`config.mk`:
```
export PLATFORM = sky130hd
export DESIGN_NAME = arabic_contextual_shaper
export DESIGN_NICKNAME = d
export VERILOG_FILES = /design/src/rtl/acs_pkg.sv /design/src/rtl/acs_glyph_fifo.sv /design/src/rtl/arabic_contextual_shaper.sv
export SDC_FILE = /design/constraint.sdc
export NUM_CORES = 1
export LEC_CHECK = 0
export ABC_CLOCK_PERIOD_IN_PS = 5100
export BUFFER_PORTS_ARGS = -buffer_cell sky130_fd_sc_hd__buf_2
export CAP_MARGIN = 20
export CORE_MARGIN = 2
export CORE_UTILIZATION = 35
export CTS_CLUSTER_DIAMETER = 100
export CTS_CLUSTER_SIZE = 10
export DETAILED_ROUTE_END_ITERATION = 6
export GPL_TIMING_DRIVEN = 1
export PLACE_DENSITY_LB_ADDON = 0.2
export SYNTH_ARGS = -nofsm -noshare
export SYNTH_HDL_FRONTEND = slang
export SYNTH_HIERARCHICAL = 1
export SYNTH_SLANG_ARGS = --single-unit
```
`constraint.sdc`:
```
create_clock -name i_clk -period 5.1 [get_ports i_clk]
set_clock_uncertainty 0.1 [all_clocks]
set_input_delay 1.02 -clock i_clk [delete_from_list [all_inputs] [get_ports i_clk]]
set_output_delay 1.02 -clock i_clk [all_outputs]
set_load 0.05 [all_outputs]
```
`src/rtl/acs_pkg.sv`:
```
`timescale 1ns / 1ps
// Shared types, constants and lookup functions for the contextual shaper.
// No dependencies; used by acs_glyph_fifo and arabic_contextual_shaper.
package acs_pkg;

    typedef struct packed {
        logic [15:0] code;
        logic        last;
    } t_glyph;

    localparam logic [15:0] LETTER_FIRST = 16'h0621;
    localparam logic [15:0] LETTER_LAST  = 16'h064a;
    localparam logic [15:0] ASCII_LIMIT  = 16'h0080;
    localparam logic [15:0] LAM_CODE     = 16'h0644;
    localparam logic [15:0] ALEF_MADDA   = 16'h0622;
    localparam logic [15:0] ALEF_HAMZA_A = 16'h0623;
    localparam logic [15:0] ALEF_HAMZA_B = 16'h0625;
    localparam logic [15:0] ALEF_PLAIN   = 16'h0627;
    localparam logic [15:0] LIG_MADDA    = 16'hfef5;
    localparam logic [15:0] LIG_HAMZA_A  = 16'hfef7;
    localparam logic [15:0] LIG_HAMZA_B  = 16'hfef9;
    localparam logic [15:0] LIG_PLAIN    = 16'hfefb;

    // Form column codes
    localparam logic [1:0] COL_PREV    = 2'd0;
    localparam logic [1:0] COL_NEXT    = 2'd1;
    localparam logic [1:0] COL_BOTH    = 2'd2;
    localparam logic [1:0] COL_NEITHER = 2'd3;

    localparam int ROM_ROWS = 42;

    // One row per letter; columns prev-only, next-only, both, neither from the top bits down
    localparam logic [63:0] FORM_ROM [0:ROM_ROWS-1] = '{
        64'hfe80_fe80_fe80_fe80, 64'hfe82_fe81_fe82_fe81,
        64'hfe84_fe83_fe84_fe83, 64'hfe86_fe85_fe86_fe85,
        64'hfe88_fe87_fe88_fe87, 64'hfe8a_fe8b_fe8c_fe89,
        64'hfe8e_fe8d_fe8e_fe8d, 64'hfe90_fe91_fe92_fe8f,
        64'hfe94_fe93_fe94_fe93, 64'hfe96_fe97_fe98_fe95,
        64'hfe9a_fe9b_fe9c_fe99, 64'hfe9e_fe9f_fea0_fe9d,
        64'hfea2_fea3_fea4_fea1, 64'hfea6_fea7_fea8_fea5,
        64'hfeaa_fea9_feaa_fea9, 64'hfeac_feab_feac_feab,
        64'hfeae_fead_feae_fead, 64'hfeb0_feaf_feb0_feaf,
        64'hfeb2_feb3_feb4_feb1, 64'hfeb6_feb7_feb8_feb5,
        64'hfeba_febb_febc_feb9, 64'hfebe_febf_fec0_febd,
        64'hfec2_fec3_fec4_fec1, 64'hfec6_fec7_fec8_fec5,
        64'hfeca_fecb_fecc_fec9, 64'hfece_fecf_fed0_fecd,
        64'h063b_063b_063b_063b, 64'h063c_063c_063c_063c,
        64'h063d_063d_063d_063d, 64'h063e_063e_063e_063e,
        64'h063f_063f_063f_063f, 64'h0640_0640_0640_0640,
        64'hfed2_fed3_fed4_fed1, 64'hfed6_fed7_fed8_fed5,
        64'hfeda_fedb_fedc_fed9, 64'hfede_fedf_fee0_fedd,
        64'hfee2_fee3_fee4_fee1, 64'hfee6_fee7_fee8_fee5,
        64'hfeea_feeb_feec_fee9, 64'hfeee_feed_feee_feed,
        64'hfef0_feef_fef0_feef, 64'hfef2_fef3_fef4_fef1
    };

    function automatic logic is_dual(input logic [15:0] c);
        logic r;
        case (c) inside
            16'h062c, 16'h062d, 16'h062e, 16'h0647, 16'h0639, 16'h063a,
            16'h0641, 16'h0642, 16'h062b, 16'h0635, 16'h0636, 16'h0637,
            16'h0643, 16'h0645, 16'h0646, 16'h062a, 16'h0644, 16'h0628,
            16'h064a, 16'h0633, 16'h0634, 16'h0638, 16'h0626: r = 1'b1;
            default: r = 1'b0;
        endcase
        return r;
    endfunction

    function automatic logic is_join(input logic [15:0] c);
        logic r;
        case (c) inside
            16'h0627, 16'h0623, 16'h0625, 16'h0622, 16'h062f, 16'h0630,
            16'h0631, 16'h0632, 16'h0648, 16'h0624, 16'h0629, 16'h0649: r = 1'b1;
            default: r = is_dual(c);
        endcase
        return r;
    endfunction

    // Ligature base for an alef after lam; zero means no ligature
    function automatic logic [15:0] lig_base(input logic [15:0] c);
        logic [15:0] r;
        unique case (c)
            ALEF_MADDA:   r = LIG_MADDA;
            ALEF_HAMZA_A: r = LIG_HAMZA_A;
            ALEF_HAMZA_B: r = LIG_HAMZA_B;
            ALEF_PLAIN:   r = LIG_PLAIN;
            default:      r = 16'h0000;
        endcase
        return r;
    endfunction

    function automatic logic [15:0] shape(input logic [15:0] c, input logic back,
                                          input logic fwd);
        logic [15:0] offs;
        logic [5:0]  row;
        logic [1:0]  col;
        logic [63:0] word;
        logic [15:0] r;
        offs = c - LETTER_FIRST;
        row  = offs[5:0];
        if (back) begin
            col = fwd ? COL_BOTH : COL_PREV;
        end else begin
            col = fwd ? COL_NEXT : COL_NEITHER;
        end
        if (c < ASCII_LIMIT || c < LETTER_FIRST || c > LETTER_LAST) begin
            r = c;
        end else begin
            word = FORM_ROM[row];
            r = word[(2'd3 - col) * 16 +: 16];
        end
        return r;
    endfunction

endpackage

```
`src/rtl/acs_glyph_fifo.sv`:
```
`timescale 1ns / 1ps
// Four-entry glyph queue taking up to two words per cycle and giving one.
// Depends on acs_pkg for the glyph word type.
module acs_glyph_fifo
    import acs_pkg::*;
(
    input  logic   i_clk,
    input  logic   i_rst_n,
    input  logic   i_push0,
    input  logic   i_push1,
    input  t_glyph i_data0,
    input  t_glyph i_data1,
    output logic   o_room2,
    output logic   o_valid,
    output t_glyph o_data,
    input  logic   i_pop
);

    localparam int DEPTH = 4;
    localparam int AW    = $clog2(DEPTH);

    t_glyph           r_mem [0:DEPTH-1];
    logic [AW-1:0]    r_wr_ptr, n_wr_ptr;
    logic [AW-1:0]    r_rd_ptr, n_rd_ptr;
    logic [AW:0]      r_count, n_count;
    logic             pop_ok;
    logic [AW-1:0]    wr_ptr1;

    assign o_valid = (r_count != '0);
    assign o_data  = r_mem[r_rd_ptr];
    assign o_room2 = (r_count <= (AW + 1)'(DEPTH - 2));
    assign pop_ok  = i_pop && o_valid;
    assign wr_ptr1 = r_wr_ptr + AW'(1);

    always_comb begin
        n_wr_ptr = r_wr_ptr + AW'(i_push0) + AW'(i_push1);
        n_rd_ptr = r_rd_ptr + AW'(pop_ok);
        n_count  = r_count + (AW + 1)'(i_push0) + (AW + 1)'(i_push1) - (AW + 1)'(pop_ok);
    end

    always_ff @(posedge i_clk) begin
        if (!i_rst_n) begin
            r_wr_ptr <= '0;
            r_rd_ptr <= '0;
            r_count  <= '0;
        end else begin
            r_wr_ptr <= n_wr_ptr;
            r_rd_ptr <= n_rd_ptr;
            r_count  <= n_count;
        end
    end

    always_ff @(posedge i_clk) begin
        if (i_push0) begin
            r_mem[r_wr_ptr] <= i_data0;
        end
        if (i_push1) begin
            r_mem[wr_ptr1] <= i_data1;
        end
    end

endmodule

```
`src/rtl/arabic_contextual_shaper.sv`:
```
`timescale 1ns / 1ps
// Top level of the Arabic contextual shaper: lookahead state and shaping logic.
// Depends on acs_pkg and acs_glyph_fifo.
//
// Input channel: i_valid / o_stall carry one UTF-16 code point per word with
// an end-of-string mark. Output channel: o_valid / i_stall carry one glyph per
// word with a last-glyph mark. A word moves when valid is high and stall low.
// Shaping needs one code point of lookahead, so a glyph is written to the output
// queue when the word that completes its context is taken; the final code point
// of a string releases the held glyph and its own together. A lam followed
// by an alef yields one ligature word and the alef yields none.
// Throughput: one code point per cycle while o_stall is low. Results land in a
// four-entry queue; o_stall rises when fewer than two entries are free, so a
// stalled receiver backs up into the input. Reset (synchronous, active low)
// clears the lookahead state and empties the queue.
module arabic_contextual_shaper
    import acs_pkg::*;
(
    input  logic        i_clk,
    input  logic        i_rst_n,
    input  logic        i_valid,
    output logic        o_stall,
    input  logic [15:0] i_code_point,
    input  logic        i_end_of_string,
    output logic        o_valid,
    input  logic        i_stall,
    output logic [15:0] o_glyph_code,
    output logic        o_last_glyph
);

    logic [15:0] r_prev, n_prev;
    logic [15:0] r_pend, n_pend;
    logic        r_pend_valid, n_pend_valid;

    logic        in_acc;
    logic        room2;
    logic        push0, push1;
    t_glyph      data0, data1, head;
    logic [15:0] base;
    logic        prev_dual;

    assign o_stall = !room2;
    assign in_acc  = i_valid && room2;

    always_comb begin
        n_prev       = r_prev;
        n_pend       = r_pend;
        n_pend_valid = r_pend_valid;
        push0        = 1'b0;
        push1        = 1'b0;
        base         = lig_base(i_code_point);
        prev_dual    = is_dual(r_prev);
        data0.code   = shape(i_code_point, prev_dual, 1'b0);
        data0.last   = 1'b1;
        data1.code   = shape(i_code_point, is_dual(r_pend), 1'b0);
        data1.last   = 1'b1;
        if (in_acc) begin
            if (r_pend_valid) begin
                push0 = 1'b1;
                if (r_pend == LAM_CODE && base != 16'h0000) begin
                    // lam-alef: swallow the alef, it becomes the predecessor
                    data0.code   = base + 16'(prev_dual);
                    data0.last   = i_end_of_string;
                    n_pend_valid = 1'b0;
                    n_pend       = '0;
                    n_prev       = i_end_of_string ? 16'h0000 : i_code_point;
                end else begin
                    data0.code = shape(r_pend, prev_dual, is_join(i_code_point));
                    data0.last = 1'b0;
                    if (i_end_of_string) begin
                        push1        = 1'b1;
                        n_prev       = '0;
                        n_pend       = '0;
                        n_pend_valid = 1'b0;
                    end else begin
                        n_prev = r_pend;
                        n_pend = i_code_point;
                    end
                end
            end else if (i_end_of_string) begin
                push0        = 1'b1;
                n_prev       = '0;
                n_pend       = '0;
                n_pend_valid = 1'b0;
            end else begin
                n_pend       = i_code_point;
                n_pend_valid = 1'b1;
            end
        end
    end

    always_ff @(posedge i_clk) begin
        if (!i_rst_n) begin
            r_prev       <= '0;
            r_pend       <= '0;
            r_pend_valid <= 1'b0;
        end else begin
            r_prev       <= n_prev;
            r_pend       <= n_pend;
            r_pend_valid <= n_pend_valid;
        end
    end

    acs_glyph_fifo u_fifo (
        .i_clk   (i_clk),
        .i_rst_n (i_rst_n),
        .i_push0 (push0),
        .i_push1 (push1),
        .i_data0 (data0),
        .i_data1 (data1),
        .o_room2 (room2),
        .o_valid (o_valid),
        .o_data  (head),
        .i_pop   (!i_stall)
    );

    assign o_glyph_code = head.code;
    assign o_last_glyph = head.last;

endmodule
```
==> impl_metrics.env, run 1 <==
export IMPL_status="finished, final reports clean"
export IMPL_row_count=59
export IMPL_finalCritPeriodShare=0.8286
export IMPL_dp_cells=1280
export IMPL_drive_gt1_frac=0.2425
export IMPL_io_buffers=39
export IMPL_cts_resized=0
export IMPL_yosys_area_top_type_share=0.2240
export IMPL_routed_via_count=7668
export IMPL_slew_headroom=0.3231
export IMPL_crit_buf_inv=4
export IMPL_cts_sinks=108
export IMPL_ys_flop_type="edfxtp_1"
export IMPL_finalNetCount=1018
export IMPL_antenna_left=0
export IMPL_final_cells=1296
export IMPL_synth_edf_count=68
export IMPL_ios=40
export IMPL_end_kind="register"
export IMPL_crit_type="input port to register"
export IMPL_rrSetupSlack_ps=880
export IMPL_hp_start="r_prev[5]$_SDFFE_PN0P_"
export IMPL_max_freq_mhz=236.6
export IMPL_vias_per_cell=5.917
export IMPL_crit_path_max_incr_delay_ps=560
export IMPL_first_pass_iters=6
export IMPL_crit_required_ps=5100
export IMPL_post_cts_buffers=0
export IMPL_ys_seq_area_frac=0.3119
export IMPL_cts_made_buffers=9
export IMPL_final_max_slew_viol_count=0
export IMPL_ir_drop_mv=0.3535
export IMPL_powerDensity_nw_per_um2=341.9
export IMPL_r2r_start="r_pend[1]$_SDFFE_PN0P_"
export IMPL_drcViolationCount=0
export IMPL_synth_top_cells_by_area="edfxtp_1, dfxtp_1, mux2_2, ha_1, mux4_2"
export IMPL_wl_per_cell_um=21.27
export IMPL_drt_iter0_markers=708
export IMPL_async_reset_ff_frac=0
export IMPL_gp_congestion=0.8810
export IMPL_synthCells=945
export IMPL_detailed_place_hpwl_um=19330
export IMPL_die_height_um=165.4
export IMPL_path_common_cell="inv_1"
export IMPL_worstMarginPinSlew_ps=1014
export IMPL_finalSetupViolCount=0
export IMPL_path_cells="buf_2 > inv_1 > ha_1 > inv_1 > ha_1 > inv_1 > or4_1 > o2111ai_1 > o211ai_1 > mux2_2 > a21oi_1 > a41oi_1 > mux2_2"
export IMPL_ys_ff_latch=108
export IMPL_grt_max_degree=41
export IMPL_ys_warnings_count=6
export IMPL_grt_util_all_layers=0.2059
export IMPL_routed_wl_um=27570
export IMPL_timing_final_ws_setup_ps=874.1
export IMPL_critPathLaunch="i_code_point[1]"
export IMPL_grt_pass1_vias=7352
export IMPL_crit_family="buffers and inverters"
export IMPL_clk_path_buf_depth=2
export IMPL_crit_path_start_kind="input port"
export IMPL_drv_cap=0
export IMPL_core_area_um2=25840
export IMPL_num_antenna_cells=0
export IMPL_die_area_um2=27350
export IMPL_grt_remaining_overflow=0
export IMPL_ys_types=109
export IMPL_clock_latency_ps=350
export IMPL_initial_core_util=0.3528
export IMPL_n_fill_cell=2606
export IMPL_cts_tree="yes"
export IMPL_cts_root_buf="clkbuf_16"
export IMPL_fin_util=0.3819
export IMPL_crit_slowest_cell="or4_1"
export IMPL_p_leak_nw=3.644
export IMPL_avgSynthCellArea_um2=9.645
export IMPL_ctsHoldBuffers=0
export IMPL_place_ws_ps=583.6
export IMPL_areaGrowthSynthToFinish_pct=8.250
export IMPL_setup_tns_ps=0
export IMPL_hp_class="register to register"
export IMPL_period_needed_ps=4226
export IMPL_antenna_found_initial=0
export IMPL_grt_first_pass_wirelength_um=43280
export IMPL_synth_top_area_cell="edfxtp_1"
export IMPL_clk_pin_slew_ps=70
export IMPL_worstPathArrival_ps=4230
export IMPL_hold_viol=0
export IMPL_die_w_um=165.4
export IMPL_synth_area_um2=9115
export IMPL_rsz0062_at_grt="no"
export IMPL_htreeDepth=3
export IMPL_crit_fanout=17
## per-stage QoR
step	instance area [um2]	power [mW]	hold WS [ps]
after floorplan	9126	2.318	376.5
after global placement	9590	2.708	404.1
after detailed placement	9590	2.711	412.6
after CTS	9867	3.389	421.5
after global routing	9867	3.581	462.2
final	9867	3.374	416.2
## layout make-up
class                           instances  area (um2)  area share
Multi-Input combinational cell        732        5751      0.5828
Sequential cell                       108        2843      0.2881
Timing Repair Buffer                   75       465.4     0.04717
Tap cell                              335       419.2     0.04248
Clock buffer                            9       225.2     0.02283
Inverter                               30       112.6     0.01141
Clock inverter                          7       51.30    0.005199
## worst reg2reg max path, delay by kind of cell, from the launching register on
family	cells	cell delay, ps
fa+ha+maj	3	1460
compound gates	5	820
buf+inv	3	790
mux	1	370
flops	1	310
simple gates	1	120
## per-layer routing
layer  track usage  vias up  wire (um)
met5             0        -          0
met4       0.04506        0        289
met3       0.02622       18       1607
met2        0.3411      253      13200
met1        0.2877     3797      12470
li1              -     3600          -
## layout by cell type (no fill, tap or decap), types with 17 or more instances in the layout
master    Yosys  final
edfxtp_1     68     68
mux2_2       63     63
nand2_1      58     58
nor2_1       57     57
o21ai_0      54     51
a21oi_1      48     48
dfxtp_1      40     40
buf_2        27     39
nor2b_1      37     37
ha_1         36     36
buf_4         4     36
a22oi_1      34     34
inv_1        26     26
mux2i_1      24     24
nor3_1       21     21
mux4_2       17     17
## report_power, final
part / total, mW / internal [mW] / leakage, nW / switching, mW
combinational: 1.62 / 0.582 / 2.57 / 1.04
sequential: 1.09 / 1.02 / 0.942 / 0.0669
clock: 0.670 / 0.333 / 0.127 / 0.337
total: 3.37 / 1.94 / 3.64 / 1.44
## synthesized netlist by cell type, types with 14 or more instances
cell and n:
a211oi_1 14, a21oi_1 48, a22oi_1 34, and2_1 14
buf_2 27, clkbuf_1 33, dfxtp_1 40, edfxtp_1 68
ha_1 36, inv_1 26, mux2_2 63, mux2i_1 24
mux4_2 17, nand2_1 58, nand3_1 16, nor2_1 57
nor2b_1 37, nor3_1 21, o21ai_0 54
## final timing paths
check | to | cells past startpoint
setup / recovery | u_fifo/r_mem[0][2]$_DFFE_PP_ | 13
hold / removal | r_prev[5]$_SDFFE_PN0P_ | 2
hold reg to reg | r_prev[5]$_SDFFE_PN0P_ | 2
setup reg to reg | u_fifo/r_mem[0][2]$_DFFE_PP_ | 13
## sequential cells by signal (all words and copies together), names as in the netlist
name,flops
r_pend_valid,1
u_fifo/r_rd_ptr,2
r_pend,16
u_fifo/r_count,3
r_prev,16
u_fifo/r_wr_ptr,2
u_fifo/r_mem,68
## cell families after synthesis
group                    count (synthesis)  synth area share
AND/OR/NAND/NOR                        287            0.1820
AO/OA/AOI/OAI                          269            0.2073
multiplexers                           114            0.1627
flip-flops                             108            0.3119
buffers and inverters                  108           0.05930
adder cells (fa/ha/maj)                 43           0.06259
XOR/XNOR                                14           0.01345
other                                    2         0.0008239
Note: power is estimated with default switching activity, not from simulation.
==> run 2: changes to the inputs <==
--- a/config.mk
+++ b/config.mk
@@ -5,7 +5,8 @@
 export SDC_FILE = /design/constraint.sdc
 export NUM_CORES = 1
 export LEC_CHECK = 0
-export ABC_CLOCK_PERIOD_IN_PS = 5100
+export ABC_AREA = 1
+export ABC_CLOCK_PERIOD_IN_PS = 4100
 export BUFFER_PORTS_ARGS = -buffer_cell sky130_fd_sc_hd__buf_2
 export CAP_MARGIN = 20
 export CORE_MARGIN = 2
==> constraint.sdc (replaced) <==
create_clock -name i_clk -period 4.1 [get_ports i_clk]
set_clock_uncertainty 0.1 [all_clocks]
set_input_delay 0.82 -clock i_clk [delete_from_list [all_inputs] [get_ports i_clk]]
set_output_delay 0.82 -clock i_clk [all_outputs]
set_load 0.05 [all_outputs]
==> impl_metrics.env, run 2 <==
export IMPL_grt_util_all_layers=0.2209
export IMPL_synth_xor_area_frac=0.0008875
export IMPL_n_fill_cell=3107
export IMPL_reg_largest_list="u_fifo/r_mem x68, r_pend x16, r_prev x16"
export IMPL_synth_area_um2=9868
export IMPL_cts_resized=0
export IMPL_path_common_cell="inv_1"
export IMPL_use_met3=0.02564
export IMPL_routed_via_count=10080
export IMPL_worstHoldPathCells=2
export IMPL_detailed_place_hpwl_um=23780
export IMPL_async_reset_ff_frac=0
export IMPL_areaGrowthSynthToFinish_pct=9.015
export IMPL_io_buffers=39
export IMPL_p_leak_nw=5.266
export IMPL_cts_made_buffers=9
export IMPL_path_cells="buf_2 > inv_1 > ha_1 > inv_1 > ha_1 > inv_1 > ha_1 > o41ai_4 > nand2_1 > o22ai_1 > inv_1 > nand2_1 > o21ai_0"
export IMPL_yosys_area_top_type_share=0.2141
export IMPL_synth_fa_ha_area_frac=0.05579
export IMPL_finalCritPeriodShare=0.9313
export IMPL_clk_path_buf_depth=2
export IMPL_crit_path_max_incr_delay_ps=670
export IMPL_cts_sinks=108
export IMPL_period_needed_ps=3818
export IMPL_rsz0062_at_grt="no"
export IMPL_rrSetupSlack_ps=690
export IMPL_routed_wl_um=32100
export IMPL_setup_tns_ps=0
export IMPL_ys_seq_area_frac=0.2881
export IMPL_r2r_start="r_pend[1]$_SDFFE_PN0P_"
export IMPL_worstMarginPinSlew_ps=1011
export IMPL_gp_congestion=0.9086
export IMPL_synth_top_area_cell="nand2_1"
export IMPL_ys_flop_type="edfxtp_1"
export IMPL_timing_final_ws_setup_ps=281.6
export IMPL_post_cts_buffers=0
export IMPL_finalNetCount=1661
export IMPL_layout_common_cells="nand2_1, inv_1, nand3_1"
export IMPL_clock_latency_ps=360
export IMPL_crit_type="input port to register"
export IMPL_largest_reg_flops=68
export IMPL_grtUsageMet1=0.2886
export IMPL_die_height_um=171.9
export IMPL_cts_root_buf="clkbuf_16"
export IMPL_crit_path_start_kind="input port"
export IMPL_die_area_um2=29550
export IMPL_yosys_area_share_simple=0.4084
export IMPL_antenna_left=0
export IMPL_first_pass_iters=5
export IMPL_num_antenna_cells=0
export IMPL_critPathLaunch="i_code_point[1]"
export IMPL_synth_compound_area_frac=0.1163
export IMPL_wl_per_cell_um=16.19
export IMPL_ios=40
export IMPL_hp_start="r_prev[15]$_SDFFE_PN0P_"
export IMPL_place_ws_ps=25.34
export IMPL_finalSetupViolCount=0
export IMPL_row_count=61
export IMPL_hold_viol=0
export IMPL_synthMuxAreaShare=0
export IMPL_grt_busiest_layer="met2"
export IMPL_initial_core_util=0.3552
export IMPL_cts_tree="yes"
export IMPL_synthTopCellsByCount="nand2_1, inv_1, nand3_1, nor2_1, o21ai_0"
export IMPL_drive_gt1_frac=0.09913
export IMPL_hp_class="register to register"
export IMPL_ys_warnings_count=6
export IMPL_ys_ff_latch=108
export IMPL_powerDensity_nw_per_um2=429.2
export IMPL_final_common_cell="nand2_1"
export IMPL_worstSetupPathDepth=13
export IMPL_synth_most_common_cell="nand2_1"
export IMPL_grt_max_degree=56
export IMPL_grt_first_pass_wirelength_um=51100
export IMPL_drt_iter0_markers=857
export IMPL_synth_top_family_by_area="simple AND/OR/NAND/NOR gates"
export IMPL_postPlaceCellArea_um2=10460
export IMPL_synthCells=1573
export IMPL_end_kind="register"
export IMPL_ctsHoldBuffers=0
export IMPL_grtUsageMet2=0.3829
export IMPL_slew_headroom=0.3250
export IMPL_worstPathArrival_ps=3820
export IMPL_grt_pass1_vias=9418
export IMPL_crit_family="compound AO/OA/AOI/OAI gates"
export IMPL_avgSynthCellArea_um2=6.273
export IMPL_grt_remaining_overflow=0
export IMPL_max_freq_mhz=261.9
export IMPL_ir_drop_mv=0.1978
export IMPL_core_area_um2=27780
export IMPL_crit_required_ps=4100
export IMPL_r2r_cells=20
export IMPL_drv_cap=0
export IMPL_drcViolationCount=0
export IMPL_htreeDepth=3
export IMPL_vias_per_cell=5.086
export IMPL_crit_buf_inv=5
export IMPL_die_w_um=171.9
export IMPL_clk_pin_slew_ps=70
export IMPL_design_area_um2=10760
export IMPL_ys_types=50
export IMPL_status="finished, final reports clean"
export IMPL_final_max_slew_viol_count=0
export IMPL_synth_top_cells_by_area="nand2_1, edfxtp_1, dfxtp_1, nand3_1, inv_1"
export IMPL_crit_fanout=10
export IMPL_antenna_found_initial=0
export IMPL_synth_edf_count=68
export IMPL_crit_slowest_cell="o41ai_4"
export IMPL_top_register="u_fifo/r_mem"
[run 2: cell types whose count changed in the layout (fill, tap and decap cells not counted), sizes merged, moves of 33 or more]
cell and delta:
nand2 +513, mux2 -73, nand4 +48, nor2b -37, nand3 +149, a22oi -33, nor2 +57, inv +199
[run 2: metal layers]
metal  up-vias  wire length, um
li1       5118                -
met1      4657            14390
met2       259            15440
met3        47             1451
met4         0              807
met5         -                0
[run 2: where the power goes]
part | leakage (nW) | switching (mW) | internal, mW | total [mW]
logic | 4.17 | 1.75 | 0.635 | 2.39
clock network | 0.159 | 0.409 | 0.475 | 0.884
registers | 0.942 | 0.0680 | 1.28 | 1.34
[run 2: through the flow]
step | power (mW) | utilization | hold slack (ps) | std cells
floorplan | 3.144 | - | 341.1 | 1576
global placement | 3.745 | 0.3766 | 352.6 | 1966
detailed placement | 3.748 | 0.3766 | 359.9 | 1966
CTS | 4.633 | 0.3872 | 374.2 | 1982
global route | 4.952 | 0.3872 | 396.8 | 1982
finish | 4.617 | 0.3872 | 372.9 | 1982
[run 2: worst reg2reg max path: stages, from the launching register on]
cell     delay (ps)
dfxtp_1         330
inv_2           170
ha_1            250
inv_1            70
ha_1            370
buf_4           240
o21ai_0         170
nand3_1         260
nand2_1         140
nand2_1          60
nand2_1          60
nand2_1          60
inv_1            70
nor2_1           40
nor2_1          100
nor2_1           50
nand2_1          80
nand2_1          90
a21oi_1         370
nand2_1          90
o21ai_0          80
[run 2: layout make-up]
type | instances | area, um2 | share of cell area
Sequential cell | 108 | 2843 | 0.2642
Inverter | 227 | 862.1 | 0.08014
Clock buffer | 9 | 225.2 | 0.02094
Clock inverter | 7 | 71.32 | 0.006629
Timing Repair Buffer | 82 | 518.0 | 0.04815
Multi-Input combinational cell | 1171 | 5766 | 0.5359
Tap cell | 378 | 473.0 | 0.04396
[run 2: kinds of logic (layout without fill, tap and decap cells)]
family | after synthesis | count (layout)
compound gates | 200 | 200
buf+inv | 297 | 325
xor+xnor | 1 | 1
simple gates | 924 | 924
fa+ha+maj | 41 | 41
flops | 108 | 108
other cells | 2 | 5
[run 2: final timing paths]
| path | endpoint |
|---|---|
| worst max-delay path | u_fifo/r_mem[0][14]$_DFFE_PP_ |
| worst min-delay path | r_prev[15]$_SDFFE_PN0P_ |
| worst min register to register | r_prev[15]$_SDFFE_PN0P_ |
| worst max register to register | u_fifo/r_mem[0][5]$_DFFE_PP_ |
